`config.mk`:
```
export PLATFORM = sky130hd
export DESIGN_NAME = attribute_name_validator_core_flat
export DESIGN_NICKNAME = d
export VERILOG_FILES = /design/src/sv/anv_pkg.sv /design/src/sv/anv_if.sv /design/src/sv/attribute_name_validator_core.sv /design/src/sv/anv_fsm.sv /design/src/sv/anv_obuf.sv /design/src/flat_wrapper.sv
export SDC_FILE = /design/constraint.sdc
export NUM_CORES = 1
export LEC_CHECK = 0
export ABC_CLOCK_PERIOD_IN_PS = 2250
export BUFFER_PORTS_ARGS = -buffer_cell sky130_fd_sc_hd__buf_2
export CAP_MARGIN = 20
export CORE_AREA = 2 2 39 41
export CTS_BUF_LIST = sky130_fd_sc_hd__clkbuf_2 sky130_fd_sc_hd__clkbuf_4 sky130_fd_sc_hd__clkbuf_8
export CTS_CLUSTER_SIZE = 30
export DETAILED_ROUTE_END_ITERATION = 12
export DIE_AREA = 0 0 41 43
export MAX_ROUTING_LAYER = met4
export PLACE_DENSITY = 0.68
export SYNTH_ARGS = -nofsm -noshare
export SYNTH_HDL_FRONTEND = slang
export SYNTH_SLANG_ARGS = --single-unit
```
`constraint.sdc`:
```
create_clock -name clk_i -period 2.25 [get_ports clk_i]
set_input_delay 0.225 -clock clk_i [delete_from_list [all_inputs] [get_ports clk_i]]
set_output_delay 0.225 -clock clk_i [all_outputs]
set_load 0.02 [all_outputs]
```
`src/sv/anv_pkg.sv`:
```
// Package for the attribute name validator: automaton states, character
// classes, request and result structs and the transition function. No dependencies.
`default_nettype none

package anv_pkg;

  localparam logic [7:0] CHAR_DOT    = 8'h2E;
  localparam logic [7:0] CHAR_SEMI   = 8'h3B;
  localparam logic [7:0] CHAR_HYPHEN = 8'h2D;

  typedef enum logic [2:0] {
    ST_START   = 3'd0,
    ST_DIGITS  = 3'd1,
    ST_DOT     = 3'd2,
    ST_KEYWORD = 3'd3,
    ST_SEMI    = 3'd4,
    ST_OPTKEY  = 3'd5,
    ST_REJECT  = 3'd6
  } state_e;

  typedef enum logic [2:0] {
    CC_DIGIT  = 3'd0,
    CC_LETTER = 3'd1,
    CC_HYPHEN = 3'd2,
    CC_DOT    = 3'd3,
    CC_SEMI   = 3'd4,
    CC_OTHER  = 3'd5
  } char_class_e;

  typedef struct packed {
    logic       valid;
    logic [7:0] char_byte;
    logic       has_byte;
    logic       last;
  } step_t;

  typedef struct packed {
    logic valid;
    logic accepted;
  } res_t;

  function automatic char_class_e classify(input logic [7:0] c);
    char_class_e cls;
    cls = CC_OTHER;
    if (c >= 8'h30 && c <= 8'h39) begin
      cls = CC_DIGIT;
    end else if ((c >= 8'h41 && c <= 8'h5A) || (c >= 8'h61 && c <= 8'h7A)) begin
      cls = CC_LETTER;
    end else if (c == CHAR_HYPHEN) begin
      cls = CC_HYPHEN;
    end else if (c == CHAR_DOT) begin
      cls = CC_DOT;
    end else if (c == CHAR_SEMI) begin
      cls = CC_SEMI;
    end
    return cls;
  endfunction

  function automatic state_e next_state(input state_e s, input char_class_e cls);
    logic   is_key;
    state_e ns;
    is_key = (cls == CC_DIGIT) || (cls == CC_LETTER) || (cls == CC_HYPHEN);
    ns     = ST_REJECT;
    case (s)
      ST_START: begin
        if (cls == CC_DIGIT) ns = ST_DIGITS;
        else if (cls == CC_LETTER) ns = ST_KEYWORD;
      end
      ST_DIGITS: begin
        if (cls == CC_DIGIT) ns = ST_DIGITS;
        else if (cls == CC_DOT) ns = ST_DOT;
        else if (cls == CC_SEMI) ns = ST_SEMI;
      end
      ST_DOT: begin
        if (cls == CC_DIGIT) ns = ST_DIGITS;
      end
      ST_KEYWORD: begin
        if (is_key) ns = ST_KEYWORD;
        else if (cls == CC_SEMI) ns = ST_SEMI;
      end
      ST_SEMI: begin
        if (is_key) ns = ST_OPTKEY;
      end
      ST_OPTKEY: begin
        if (is_key) ns = ST_OPTKEY;
        else if (cls == CC_SEMI) ns = ST_SEMI;
      end
      default: begin
        ns = ST_REJECT;
      end
    endcase
    return ns;
  endfunction

  function automatic logic is_accepting(input state_e s);
    return (s == ST_DIGITS) || (s == ST_KEYWORD) || (s == ST_OPTKEY);
  endfunction

endpackage

`default_nettype wire

```
`src/sv/anv_if.sv`:
```
// Valid/ready channel interfaces of the attribute name validator.
// Self-contained; no package dependency.
`default_nettype none

interface anv_in_if;
  logic       valid;
  logic       ready;
  logic [7:0] char_byte;
  logic       has_byte;
  logic       last;

  modport source (output valid, output char_byte, output has_byte, output last,
                  input ready);
  modport sink   (input valid, input char_byte, input has_byte, input last,
                  output ready);
endinterface

interface anv_out_if;
  logic valid;
  logic ready;
  logic accepted;

  modport source (output valid, output accepted, input ready);
  modport sink   (input valid, input accepted, output ready);
endinterface

`default_nettype wire

```
`src/sv/attribute_name_validator_core.sv`:
```
// Top level of the attribute name validator.
// Depends on anv_pkg, anv_if, anv_fsm and anv_obuf.
//
// Usage: a name enters on in_i one request per byte. char_byte is used when
// has_byte is high; a request with has_byte low carries no byte. The request
// with last high ends the name and produces exactly one result on out_o,
// where accepted is high when the name is a valid numeric identifier or
// keyword, optionally followed by options. Requests without last give no
// result. An empty name is rejected.
// Result: the verdict is registered, into the skid entry while out_o stalls.
// Throughput: one request per cycle while in_i.ready is high, set by the
// single automaton transition between the input and the result register.
// Stalls: a result waiting on out_o is held stable; one more result fits in
// a skid entry, and in_i.ready drops only while that entry is occupied.
// Reset: the automaton returns to its start state and both the result
// register and the skid entry are emptied.
`default_nettype none

module attribute_name_validator_core (
  input wire logic   clk_i,
  input wire logic   rst_ni,
  anv_in_if.sink     in_i,
  anv_out_if.source  out_o
);

  anv_pkg::step_t step;
  anv_pkg::res_t  res;
  logic           in_ready;

  always_comb begin
    step.valid     = in_i.valid && in_ready;
    step.char_byte = in_i.char_byte;
    step.has_byte  = in_i.has_byte;
    step.last      = in_i.last;
  end

  anv_fsm u_fsm (
    .clk_i  (clk_i),
    .rst_ni (rst_ni),
    .step_i (step),
    .res_o  (res)
  );

  anv_obuf u_obuf (
    .clk_i          (clk_i),
    .rst_ni         (rst_ni),
    .res_i          (res),
    .in_ready_o     (in_ready),
    .out_valid_o    (out_o.valid),
    .out_accepted_o (out_o.accepted),
    .out_ready_i    (out_o.ready)
  );

  assign in_i.ready = in_ready;

endmodule

`default_nettype wire

```
`src/sv/anv_fsm.sv`:
```
// Attribute name automaton: state register, per-byte transition and verdict.
// Depends on anv_pkg.
`default_nettype none

module anv_fsm (
  input  wire logic          clk_i,
  input  wire logic          rst_ni,
  input  wire anv_pkg::step_t step_i,
  output anv_pkg::res_t       res_o
);

  anv_pkg::state_e state_q, state_d, stepped;

  always_comb begin
    stepped = state_q;
    if (step_i.has_byte) begin
      stepped = anv_pkg::next_state(state_q, anv_pkg::classify(step_i.char_byte));
    end
  end

  always_comb begin
    state_d = state_q;
    if (step_i.valid) begin
      state_d = step_i.last ? anv_pkg::ST_START : stepped;
    end
  end

  always_comb begin
    res_o.valid    = step_i.valid && step_i.last;
    res_o.accepted = anv_pkg::is_accepting(stepped);
  end

  always_ff @(posedge clk_i or negedge rst_ni) begin
    if (!rst_ni) begin
      state_q <= anv_pkg::ST_START;
    end else begin
      state_q <= state_d;
    end
  end

endmodule

`default_nettype wire

```
`src/sv/anv_obuf.sv`:
```
// Result register with one skid entry between the automaton and the output.
// Depends on anv_pkg.
`default_nettype none

module anv_obuf (
  input  wire logic          clk_i,
  input  wire logic          rst_ni,
  input  wire anv_pkg::res_t res_i,
  output logic               in_ready_o,
  output logic               out_valid_o,
  output logic               out_accepted_o,
  input  wire logic          out_ready_i
);

  logic out_valid_q, out_valid_d, out_acc_q, out_acc_d;
  logic skid_valid_q, skid_valid_d, skid_acc_q, skid_acc_d;

  always_comb begin
    out_valid_d  = out_valid_q;
    out_acc_d    = out_acc_q;
    skid_valid_d = skid_valid_q;
    skid_acc_d   = skid_acc_q;
    if (out_valid_q && !out_ready_i) begin
      if (res_i.valid) begin
        skid_valid_d = 1'b1;
        skid_acc_d   = res_i.accepted;
      end
    end else if (skid_valid_q) begin
      out_valid_d  = 1'b1;
      out_acc_d    = skid_acc_q;
      skid_valid_d = res_i.valid;
      skid_acc_d   = res_i.accepted;
    end else begin
      out_valid_d = res_i.valid;
      out_acc_d   = res_i.accepted;
    end
  end

  always_ff @(posedge clk_i or negedge rst_ni) begin
    if (!rst_ni) begin
      out_valid_q  <= 1'b0;
      skid_valid_q <= 1'b0;
    end else begin
      out_valid_q  <= out_valid_d;
      skid_valid_q <= skid_valid_d;
    end
  end

  always_ff @(posedge clk_i) begin
    out_acc_q  <= out_acc_d;
    skid_acc_q <= skid_acc_d;
  end

  assign in_ready_o     = !skid_valid_q;
  assign out_valid_o    = out_valid_q;
  assign out_accepted_o = out_acc_q;

endmodule

`default_nettype wire

```
`src/flat_wrapper.sv`:
```
// flat-port wrapper written by rule: the top's interface ports become plain ports
module attribute_name_validator_core_flat 
  (clk_i, rst_ni, in_i_valid, in_i_char_byte, in_i_has_byte, in_i_last, in_i_ready, out_o_valid, out_o_accepted, out_o_ready);
  anv_in_if in_i_i ();
  anv_out_if out_o_i ();
  input wire logic clk_i;
  input wire logic rst_ni;
  input wire logic [$bits(in_i_i.valid)-1:0] in_i_valid;
  input wire logic [$bits(in_i_i.char_byte)-1:0] in_i_char_byte;
  input wire logic [$bits(in_i_i.has_byte)-1:0] in_i_has_byte;
  input wire logic [$bits(in_i_i.last)-1:0] in_i_last;
  output wire logic [$bits(in_i_i.ready)-1:0] in_i_ready;
  output wire logic [$bits(out_o_i.valid)-1:0] out_o_valid;
  output wire logic [$bits(out_o_i.accepted)-1:0] out_o_accepted;
  input wire logic [$bits(out_o_i.ready)-1:0] out_o_ready;
  assign in_i_i.valid = in_i_valid;
  assign in_i_i.char_byte = in_i_char_byte;
  assign in_i_i.has_byte = in_i_has_byte;
  assign in_i_i.last = in_i_last;
  assign in_i_ready = in_i_i.ready;
  assign out_o_valid = out_o_i.valid;
  assign out_o_accepted = out_o_i.accepted;
  assign out_o_i.ready = out_o_ready;
  attribute_name_validator_core u_core (.clk_i(clk_i), .rst_ni(rst_ni), .in_i(in_i_i), .out_o(out_o_i));
endmodule
```
Word-level counts from Yosys, hierarchy flattened
Index checks and enable logic that the tools add are counted.
{ "totals": {"reg_bits": 7, "latchBits": 0, "ramBits": 0, "rom_bits": 0, "in_bits": 14, "out_inout_bits": 3, "memories": 0} }
{ "classes": {"add_sub_neg": 0, "n_mul": 0, "div": 0, "magnitude_cmp": 6, "n_eq_ne": 16, "n_shift": 0, "muxes": 26, "bitwise_logic": 0, "n_reduce_logical": 17} }
{ "op_table": {"columns": ["operator", "count"], "rows": [
  ["3-bit 2-to-1 mux", 14],
  ["8-bit by 6-bit equality test with 1-bit output (second input constant)", 3],
  ["3-bit one-hot mux with 6 select lines", 1],
  ["8-bit by 7-bit >= comparator with 1-bit output (second input constant)", 2],
  ["8-bit by 7-bit <= comparator with 1-bit output (second input constant)", 2],
  ["3-bit by 2-bit equality test with 1-bit output (second input constant)", 5],
  ["3-bit equality test (second input constant)", 4],
  ["3-bit by 1-bit equality test with 1-bit output (second input constant)", 3],
  ["1-bit 2-to-1 mux", 9],
  ["8-bit by 6-bit >= comparator with 1-bit output (second input constant)", 1],
  ["8-bit by 6-bit <= comparator with 1-bit output (second input constant)", 1],
  ["1-bit logical AND", 6],
  ["3-bit logical NOT", 2],
  ["1-bit logical OR", 5],
  ["2-bit 2-to-1 mux", 2],
  ["1-bit logical NOT", 2],
  ["2-bit inequality test (second input constant)", 1],
  ["2-bit AND reduction", 1],
  ["2-bit nonzero test", 1]
]} }

Longest topological paths before layout
{ "logic_depth": {"ltp_word": 18, "ltp_mapped": 6} }

Hierarchy
From an unflattened synthesis, not the netlist that was laid out.
{ "hier_totals": {"cells_unflattened": 66, "area_unflattened_um2": 568.0} }
{ "by_module_without_submodules": {"columns": ["module", "instances", "cells_each", "area_per_inst_um2"], "rows": [
  ["anv_fsm", 1, 54, 386.6],
  ["anv_obuf", 1, 11, 175.2],
  ["attribute_name_validator_core", 1, 1, 6.3]
]} }

Worst setup path after synthesis
No wires, ideal clock.
{ "synth_path": {"kind": "flip-flop to flip-flop", "start": "register u_core.u_fsm.state_q[2]", "end": "register u_core.u_obuf.out_acc_q (netlist: u_core.u_obuf.out_accepted_o), data pin", "setup_ns": 0.255, "arrival_time_ns": 1.549, "required_time_ns": 1.995, "path_slack_ns": 0.446, "stages_incl_launch_ff": 7, "period_less_slack_ns": 1.804, "cell_sequence": "dfrtp_1 inv_1 or3_1 a31o_1 o32ai_4 o31ai_2 a31o_1"} }
{ "synth_via": {"elab_chain_len": 7, "word_cells_on_any_way": 14, "cone_classes": "eq/ne: 8; mux: 3; reduce/logical: 3"} }
{ "synth_lines": {"columns": ["element", "line_no", "text"], "rows": [
  ["start: declaration", "anv_fsm.sv:12", "anv_pkg::state_e state_q, state_d, stepped;"],
  ["start signal: assignment", "anv_fsm.sv:35", "state_q <= anv_pkg::ST_START;"],
  ["start signal: assignment", "anv_fsm.sv:37", "state_q <= state_d;"],
  ["3-bit equality test, or another cell as far along", "anv_pkg.sv:64", "case (s)"],
  ["3-bit one-hot mux with 6 select lines", "anv_pkg.sv:64", null],
  ["3-bit 2-to-1 mux (*)", "anv_fsm.sv:16", "if (step_i.has_byte) begin"],
  ["3-bit by 1-bit equality test with 1-bit output / 3-bit by 2-bit equality test with 1-bit output (equally long branches)", "anv_pkg.sv:96", "return (s == ST_DIGITS) || (s == ST_KEYWORD) || (s == ST_OPTKEY);"],
  ["1-bit logical OR", "anv_pkg.sv:96", null],
  ["1-bit logical OR (*)", "anv_pkg.sv:96", null],
  ["1-bit 2-to-1 mux (*)", "anv_obuf.sv:28", "end else if (skid_valid_q) begin"],
  ["end signal: assignment", "anv_obuf.sv:50", "out_acc_q <= out_acc_d;"],
  ["end: declaration", "anv_obuf.sv:15", "logic out_valid_q, out_valid_d, out_acc_q, out_acc_d;"]
]} }
Every way passes the cells marked *; elsewhere a longest branch is shown, timed or not.
A chain may end at the register's enable or synchronous reset.

Worst setup path in the final report
Same ends and word-level chain as after synthesis.

==> key figures <==
Synth
  • Xor and xnor area share after synthesis: 0%
  • Synth Cell Area: 564 µm²
  • Post-synthesis simple-gate area fraction: 35.3%
  • Post-synth EDFFs: 2
  • Adder-Cell Fraction of Synth Area: 0%
  • Synth unique cells: 30
  • Avg Cell Area, Syn: 8.55 µm²
  • Gate Count Post-Synth: 66
  • Post-synthesis mux area share: 0%
  • Synthesis Warnings: 0
  • Seq cells post-synth: 7
  • Seq/Total Area, Yosys: 32.8%
  • Synth Flop Type: dfrtp_1
  • Asr flop ratio synth: 71.4%
  • Syn nets: 80
  • Compound-gate portion of the synthesized area: 29.9%
  • Main combinational cell family by area after synthesis: simple AND/OR/NAND/NOR gates

GRT
  • Initial antenna violation count: 0
  • GRT Util Overall: 15.9%
  • Global-route wire length before repair: 1860 µm
  • Total gr overflow: 0
  • Pin count of the biggest net entering global routing: 9
  • Vias in the first global route: 472

Clock tree
  • CTS root buf: clkbuf_4
  • CTS tree: done
  • Reg clk slew, reported paths: 0.05 ns
  • Htree depth: 1
  • Clock buffer depth: 2
  • Clock Latency Late Sink: 0.25 ns
  • Post-CTS setup buffers: 0
  • Total CTS buffers: 3
  • Sink Count: 7

Final layout
  • Fin area: 712 µm²
  • Commonest non-fill, non-tap cell in the layout: buf_2
  • Layout cells sized above 1: 30.7%
  • Finished Layout Cells: 104
  • Most frequent cells in the layout: 16 x buf_2, 11 x nand2_1, 5 x o21ai_0, 5 x a21oi_1, 5 x dfrtp_1
  • Area Growth Syn to Fin: 26.2%
  • Nets: 103
  • ANT cells: 0

Power
  • Clk pwr share: 31.4%
  • Combinational group share of total power: 28.0%
  • Highest ir drop seen on vdd: 0.000548 V
  • Psw: 0.118 mW
  • Switching Fraction: 29.9%
  • Total Power: 0.395 mW
  • Leak: 0.297 nW
  • Int Power: 0.277 mW
  • Power per Cell Area: 554 nW/µm²
  • Seq pwr share: 40.6%

Timing
  • WHS: 0.268 ns
  • Fin. Hold Viols: 0
  • Final setup violation count: 0
  • Final Skew: 0.00586 ns
  • Setup_tns: 0 ns
  • Fmax: 532 MHz
  • Fin crit period: 1.88 ns
  • Worst Tran Pin Value: 0.498 ns
  • Period utilization: 83.5%
  • Max-Slew Margin vs Limit: 66.7%
  • Count of final max-slew check failures: 0
  • RSZ-0062 raised after global routing: no

Floorplan
  • Die ar.: 1760 µm²
  • Die height: 43 µm
  • Rows: 14
  • Core Area: 1380 µm²
  • DIE WIDTH: 41 µm
  • Starting Density: 40.8%
  • I/O pin cnt: 17

Place
  • IO Port Bufs: 16
  • Post-DP HPWL: 958 µm
  • Dpl cells: 99
  • Post-DP Area: 672 µm²
  • Final GP Congestion: 0.888

Worst setup path
  • CP Data Required Time: 2.26 ns
  • CP most frequent cell: a31o_1
  • Kind of critical path: flop to flop
  • Crit path arrival time: 1.89 ns
  • Worst Path Max Fanout: 5
  • Slowest cell on the critical path: dfrtp_1
  • Cells along the critical path: inv_1 > or3_1 > a31o_1 > o32ai_4 > o31ai_2 > a31o_1
  • Reg2Reg Depth: 6
  • Crit end category: flop
  • Startpoint types: flop
  • Critical Path Max Stage Delay: 0.40 ns

Routing
  • Router iterations before antenna repair: 6
  • Initial DRC count: 15
  • WL final: 1230 µm
  • WL/cell: 11.8 µm
  • Total number of vias: 589
  • Drt drc: 0
  • DRT antenna net count: 0
  • Routed vias/inst: 5.66

Min path
  • Worst hold-check path type: primary input to flop
  • Hold Path Stages: 3

Job
  • Max Cap Viol: 0

Outcome
  • Status: finished, final reports clean
what timing repair did:
action / 4_1_cts / 5_1_grt
hold buffers: 1 / 0
endpoints found under the hold margin: 5 / 0
gates resized for setup: 0 / 0
final cells by class:
class                   count  area [µm²]
inverters                   3        11.3
fillers                   134         672
well taps                  16        20.0
repair buffers             18        97.6
multi-input cells          56         368
flip-flops and latches      7         185
clock buffers               4        30.0
critical path: cells and delay by family (launching register included):
| family | cells | cell delay [ns] |
|---|---|---|
| compound gates | 4 | 0.78 |
| flops | 1 | 0.40 |
| simple gates | 1 | 0.40 |
| buf+inv | 1 | 0.07 |
power groups by stage:
stage	logic, mW	clock network, mW	registers, mW
after floorplan	0.0675	0	0.166
after global placement	0.108	0	0.162
after detailed placement	0.108	0	0.162
after CTS	0.110	0.128	0.160
after global routing	0.123	0.138	0.162
final	0.110	0.124	0.160
registers in the layout, summed over array words and instances, names as in the netlist:
| name | count |
|---|---|
| u_core.u_obuf.out_accepted_o | 1 |
| u_core.u_obuf.out_valid_o | 1 |
| u_core.u_fsm.state_q | 3 |
| u_core.u_obuf.skid_valid_q | 1 |
| u_core.u_obuf.skid_acc_q | 1 |
final timing paths:
check / startpoint / to / slack [ns]
max reg2reg: u_core.u_fsm.state_q[2] / u_core.u_obuf.out_accepted_o / 0.37
min in group asynchronous: rst_ni / u_core.u_fsm.state_q[0] / 0.32
min reg2reg: u_core.u_obuf.skid_valid_q / u_core.u_obuf.out_valid_o / 0.58
max in group asynchronous: rst_ni / u_core.u_fsm.state_q[2] / 1.79
max: u_core.u_fsm.state_q[2] / u_core.u_obuf.out_accepted_o / 0.37
min: in_i_valid / u_core.u_obuf.out_valid_o / 0.27
logic make-up after synthesis:
logic type / after synthesis
simple gates: 35
compound gates: 21
flops: 7
buf+inv: 3
synthesized netlist by cell type (3+ instances only):
master	number	area, µm²
inv_1	3	11.3
nor2_1	4	15.0
nand2_1	11	41.3
dfrtp_1	5	125
o21ai_0	5	25.0
a21oi_1	5	25.0
metrics by stage:
step,utilization (%),setup WS [ns]
global route,51.4,0.249
detailed placement,48.6,0.207
CTS,51.4,0.365
floorplan,-,0.446
global placement,48.6,0.244
finish,51.4,0.370
metal layers:
metal / global-route usage (%) / share of wire (%) / vias up
met3: 7.85 / 7.6 / 0
li1: - / - / 294
met1: 20.3 / 45 / 278
met2: 23.1 / 48 / 17
met4: 2.00 / 0 / 0
met5: - / 0 / -
No activity file was read; power rests on OpenSTA's default activity.
